[config.mk]
export PLATFORM = sky130hd
export DESIGN_NAME = hpt_ftemp
export DESIGN_NICKNAME = d
export VERILOG_FILES = /design/src/design/hpt_pkg.sv /design/src/design/hpt_ftemp.sv
export SDC_FILE = /design/constraint.sdc
export NUM_CORES = 2
export LEC_CHECK = 0
export BUFFER_PORTS_ARGS = -buffer_cell sky130_fd_sc_hd__buf_2
export CAP_MARGIN = 20
export CORE_MARGIN = 4
export CORE_UTILIZATION = 55
export CTS_BUF_LIST = sky130_fd_sc_hd__clkbuf_4 sky130_fd_sc_hd__clkbuf_8 sky130_fd_sc_hd__clkbuf_16
export CTS_CLUSTER_SIZE = 8
export DETAILED_ROUTE_END_ITERATION = 10
export GPL_TIMING_DRIVEN = 0
export PLACE_DENSITY = 0.77
export SETUP_SLACK_MARGIN = 0.05
export SKIP_CTS_REPAIR_TIMING = 1
export SYNTH_ARGS = -nofsm -noshare
export SYNTH_HDL_FRONTEND = slang
export SYNTH_SLANG_ARGS = --single-unit
[constraint.sdc]
create_clock -name clk -period 14.7 [get_ports clk]
set_clock_uncertainty 0.15 [all_clocks]
set_input_delay 1.47 -clock clk [delete_from_list [all_inputs] [get_ports clk]]
set_output_delay 1.47 -clock clk [all_outputs]
set_load 0.05 [all_outputs]
[src/design/hpt_pkg.sv]
// hpt_pkg: shared widths, constants, trim register layouts and helper functions
// for the humidity/pressure/temperature compensation pipeline.
// No dependencies.
package hpt_pkg;

  localparam int RAW_P_W    = 20;
  localparam int RAW_T_W    = 20;
  localparam int RAW_H_W    = 16;
  localparam int TEMP_W     = 32;
  localparam int PRESS_W    = 32;
  localparam int HUM_W      = 17;
  localparam int CFG_IDX_W  = 3;
  localparam int CFG_DATA_W = 56;
  localparam int DIV_N_W    = 64;  // dividend / quotient width
  localparam int DIV_D_W    = 31;  // divisor width (arith shift by 33 of 64 bits)

  localparam logic [31:0] OFS_PRESS_T = 32'd128000;
  localparam logic [31:0] PRESS_BASE  = 32'd1048576;
  localparam logic [63:0] PRESS_SCALE = 64'd3125;
  localparam logic [31:0] OFS_HUM_T   = 32'd76800;
  localparam logic [31:0] HUM_MAX     = 32'd419430400;
  localparam logic [31:0] HUM_OFS_Y   = 32'd2097152;
  localparam logic [31:0] HUM_RND_X   = 32'd16384;
  localparam logic [31:0] HUM_OFS_A   = 32'd32768;
  localparam logic [31:0] HUM_RND_Y   = 32'd8192;
  localparam logic [HUM_W-1:0] HUM_MAX_OUT = HUM_W'(HUM_MAX >> 12);

  typedef enum logic [CFG_IDX_W-1:0] {
    CFG_TEMP    = 3'd0,
    CFG_PRESS_A = 3'd1,
    CFG_PRESS_B = 3'd2,
    CFG_PRESS_C = 3'd3,
    CFG_HUM_A   = 3'd4,
    CFG_HUM_SIX = 3'd5,
    CFG_COMPACT = 3'd6
  } cfg_idx_t;

  typedef struct packed {
    logic [15:0] t3;
    logic [15:0] t2;
    logic [15:0] t1;
  } temp_trim_t;

  typedef struct packed {
    logic [15:0] p3;
    logic [15:0] p2;
    logic [15:0] p1;
  } press_a_t;

  typedef struct packed {
    logic [15:0] p6;
    logic [15:0] p5;
    logic [15:0] p4;
  } press_b_t;

  typedef struct packed {
    logic [15:0] p9;
    logic [15:0] p8;
    logic [15:0] p7;
  } press_c_t;

  typedef struct packed {
    logic [11:0] h5;
    logic [11:0] h4;
    logic [7:0]  h3;
    logic [15:0] h2;
    logic [7:0]  h1;
  } hum_trim_t;

  function automatic logic [31:0] asr32(input logic [31:0] x, input int unsigned s);
    return $signed(x) >>> s;
  endfunction

  function automatic logic [63:0] asr64(input logic [63:0] x, input int unsigned s);
    return $signed(x) >>> s;
  endfunction

  function automatic logic [31:0] sx16(input logic [15:0] v);
    return {{16{v[15]}}, v};
  endfunction

  function automatic logic [31:0] sx8(input logic [7:0] v);
    return {{24{v[7]}}, v};
  endfunction

endpackage

[src/design/hpt_ftemp.sv]
// hpt_ftemp: four-stage fine temperature pipeline.
// Depends on hpt_pkg.
module hpt_ftemp import hpt_pkg::*; #(
  parameter int TAG_W = 1
) (
  input  logic               clk,
  input  logic               rst_n,
  input  logic               en,
  input  logic               in_vld,
  input  logic [RAW_T_W-1:0] adc_t,
  input  temp_trim_t         trim,
  input  logic [TAG_W-1:0]   in_tag,
  output logic               out_vld,
  output logic [31:0]        tf,
  output logic [TAG_W-1:0]   out_tag
);

  localparam int DEPTH = 4;

  logic [DEPTH-1:0] vld_r;
  logic [TAG_W-1:0] tag_r [DEPTH];
  logic [31:0]      adc32, t1_32;
  logic [31:0]      a_r, b_r, m1_r, bb_r, v1_r, w_r, tf_r;

  assign adc32 = {{(32-RAW_T_W){1'b0}}, adc_t};
  assign t1_32 = {16'b0, trim.t1};

  always_ff @(posedge clk) begin
    if (!rst_n) begin
      vld_r <= '0;
    end else if (en) begin
      vld_r <= {vld_r[DEPTH-2:0], in_vld};
    end
  end

  always_ff @(posedge clk) begin
    if (en) begin
      tag_r[0] <= in_tag;
      for (int i = 1; i < DEPTH; i++) begin
        tag_r[i] <= tag_r[i-1];
      end
      a_r  <= (adc32 >> 3) - (t1_32 << 1);
      b_r  <= (adc32 >> 4) - t1_32;
      m1_r <= a_r * sx16(trim.t2);
      bb_r <= b_r * b_r;
      v1_r <= asr32(m1_r, 11);
      w_r  <= asr32(bb_r, 12) * sx16(trim.t3);
      tf_r <= v1_r + asr32(w_r, 14);
    end
  end

  assign out_vld = vld_r[DEPTH-1];
  assign tf      = tf_r;
  assign out_tag = tag_r[DEPTH-1];

endmodule

==> results.cfg <==
[status]
status = complete, no violations

[routing]
wl_um = 87000
first_pass_iters = 6
antenna_left = 0
drc = 0
via_per_inst = 5.30
wl_per_cell_um = 18.4
dr.first_iter.drc_count = 1636
num_vias = 25100

[clock_tree]
numCtsBuffers = 17
tritoncts = yes
root_buffer = clkbuf_16
path_clk_slew_ns = 0.07
clkLatencyLatePin_ns = 0.47
cts_sinks = 128
clk_path_buf_depth = 2
htreeDepth = 4

[place]
dp.final_hpwl_um = 74000
io_buffers = 85
place.gp.congestion = 0.917

[critical_path]
cp.buffers_inverters = 5
start_kind = flip-flop
arrival_ns = 9.71
critPathMaxFanout = 10
crit_top_cell = fa_1
worstPathRequired_ns = 14.76
end_kind = flip-flop
path_cells = clkbuf_1 > clkbuf_1 > nand2_1 > fa_1 > inv_1 > fa_1 > fa_1 > inv_1 > fa_1 > inv_1 > fa_1 > fa_1 > fa_1 > fa_1 > ha_1 > nand3_1 > nor3b_1 > nand3_1 > nor3_1 > o21bai_1 > nor2_1 > a311o_1 > a21oi_1 > xnor2_1
cpPeakStageDelay_ns = 0.82
crit_slowest_cell = fa_1
crit_type = reg -> reg
worst_path_dominant_cell_family = adder cells

[sta]
setup-violations-final = 0
period_share_pct = 65.6
final_hold_viol_count = 0
worst_pin_slew_ns = 0.858
slew_violations = 0
max_slew_margin_pct = 42.8
fin_setup_tns_ns = 0
rsz0062_at_grt = no
finalCriticalPeriod_ns = 9.65
clock.fmax_mhz = 104

[die]
io_pins = 107
die_h_um = 267
core_area_sq_um = 66100
die_area_sq_um = 71100
start_util_pct = 55.7
dieWidth_um = 267
num_rows = 94

[yosys]
ys_ff_latch = 128
synth_top_area_share_pct = 47.1
synth_area_leaders = fa_1 (47%), ha_1 (11%), inv_1 (10%)
async_flop_share_pct = 0
yosysMostFrequentCell = inv_1
yosys.area.top_type = fa_1
yosysSeqAreaShare_pct = 10.3
synth-edff-count = 124
yosys_warnings = 0
syn_area_per_cell_sq_um = 9.83
syn_nets = 5012
netlist_instances = 3745
synth_common_cells = inv_1 (1019), fa_1 (866), nand2_1 (402)
synth_area_sq_um = 36800
synth_flop_cell = edfxtp_1
ys_types = 61

[layout]
syn2layout_area_growth_pct = 5.85
fin_nets = 5117
n_fill_cell = 5532
drive_above_1_share_pct = 3.75

[global_routing]
grt_max_degree = 90
grt_usage_pct = 25.9
grt_pass1_vias = 27700
antenna_found_initial = 3
grt_pass1_wl_um = 142000
grt_remaining_overflow = 0

[run]
drv_cap = 0

[worst_hold_path]
hold_path.class = reg -> reg
==> worst paths after layout <==
| path | start | end | slack [ns] | depth (start not counted) |
|---|---|---|---|---|
| worst min-delay path | m1_r[20] | v1_r[9] | 0.27 | 0 |
| worst min register to register | m1_r[20] | v1_r[9] | 0.27 | 0 |
| worst max-delay path | a_r[30] | bb_r[31] | 5.05 | 24 |
| worst max register to register | a_r[30] | bb_r[31] | 5.05 | 24 |
==> final cells by class <==
class                           count  area, sq um  share of cell area (%)
Tap cell                          864         1080                    2.78
Timing Repair Buffer               86          459                    1.18
Buffer                            141          574                    1.47
Multi-Input combinational cell   2456        28600                    73.4
Inverter                         1020         3830                    9.83
Clock buffer                       17          425                    1.09
Clock inverter                     15          179                   0.459
Antenna cell                        3         7.51                  0.0193
Sequential cell                   128         3800                    9.76
==> placed cells by master, fill, tap and decap left out, types with 9 or more instances in the layout <==
master	n
clkbuf_1	130
nand2b_1	29
nand3_1	15
inv_1	1019
o21bai_1	9
edfxtp_1	124
nor3_1	19
xor2_1	32
ha_1	328
o21a_1	14
nand2_1	402
a21o_1	20
fa_1	866
buf_4	10
o21ai_0	34
nor2b_1	18
and2_1	316
xnor2_1	121
buf_2	84
clkbuf_16	17
nor2_1	77
a21oi_1	61
==> registers in the layout (all words and copies together), names as in the netlist <==
signal,count
a_r,18
bb_r,20
m1_r,21
tag_r,4
tf,22
v1_r,21
vld_r,4
w_r,18
==> kinds of logic after synthesis <==
group,synth area share (%)
fa+ha+maj,58.3
compound gates,3.43
xor+xnor,3.64
buf+inv,12.0
flops,10.3
mux,0.136
simple gates,12.2
==> through the flow <==
stage          cells  hold WS [ns]  cell area, sq um  util [%]  setup WS [ns]
3_5_place_dp    4695         0.255             38300      58.0           5.15
5_1_grt         4730         0.274             39000      58.9           4.75
3_3_place_gp    4694         0.251             38300      58.0           5.29
6_report        4730         0.273             39000      58.9           5.05
4_1_cts         4727         0.274             38900      58.9           5.11
2_1_floorplan   3745         0.250             36800         -           7.01
==> metal layers <==
layer | global-route usage [%] | vias up | share of wire, %
met3 | 4.28 | 269 | 7.2
met1 | 32.8 | 12700 | 38
met5 | 0 | - | 0
li1 | - | 11100 | -
met4 | 11.6 | 0 | 5.0
met2 | 44.0 | 1000 | 49
Power is left out: the tool's default activity adds up to more than one toggle a clock period on the data nets, which glitch-free logic cannot reach.
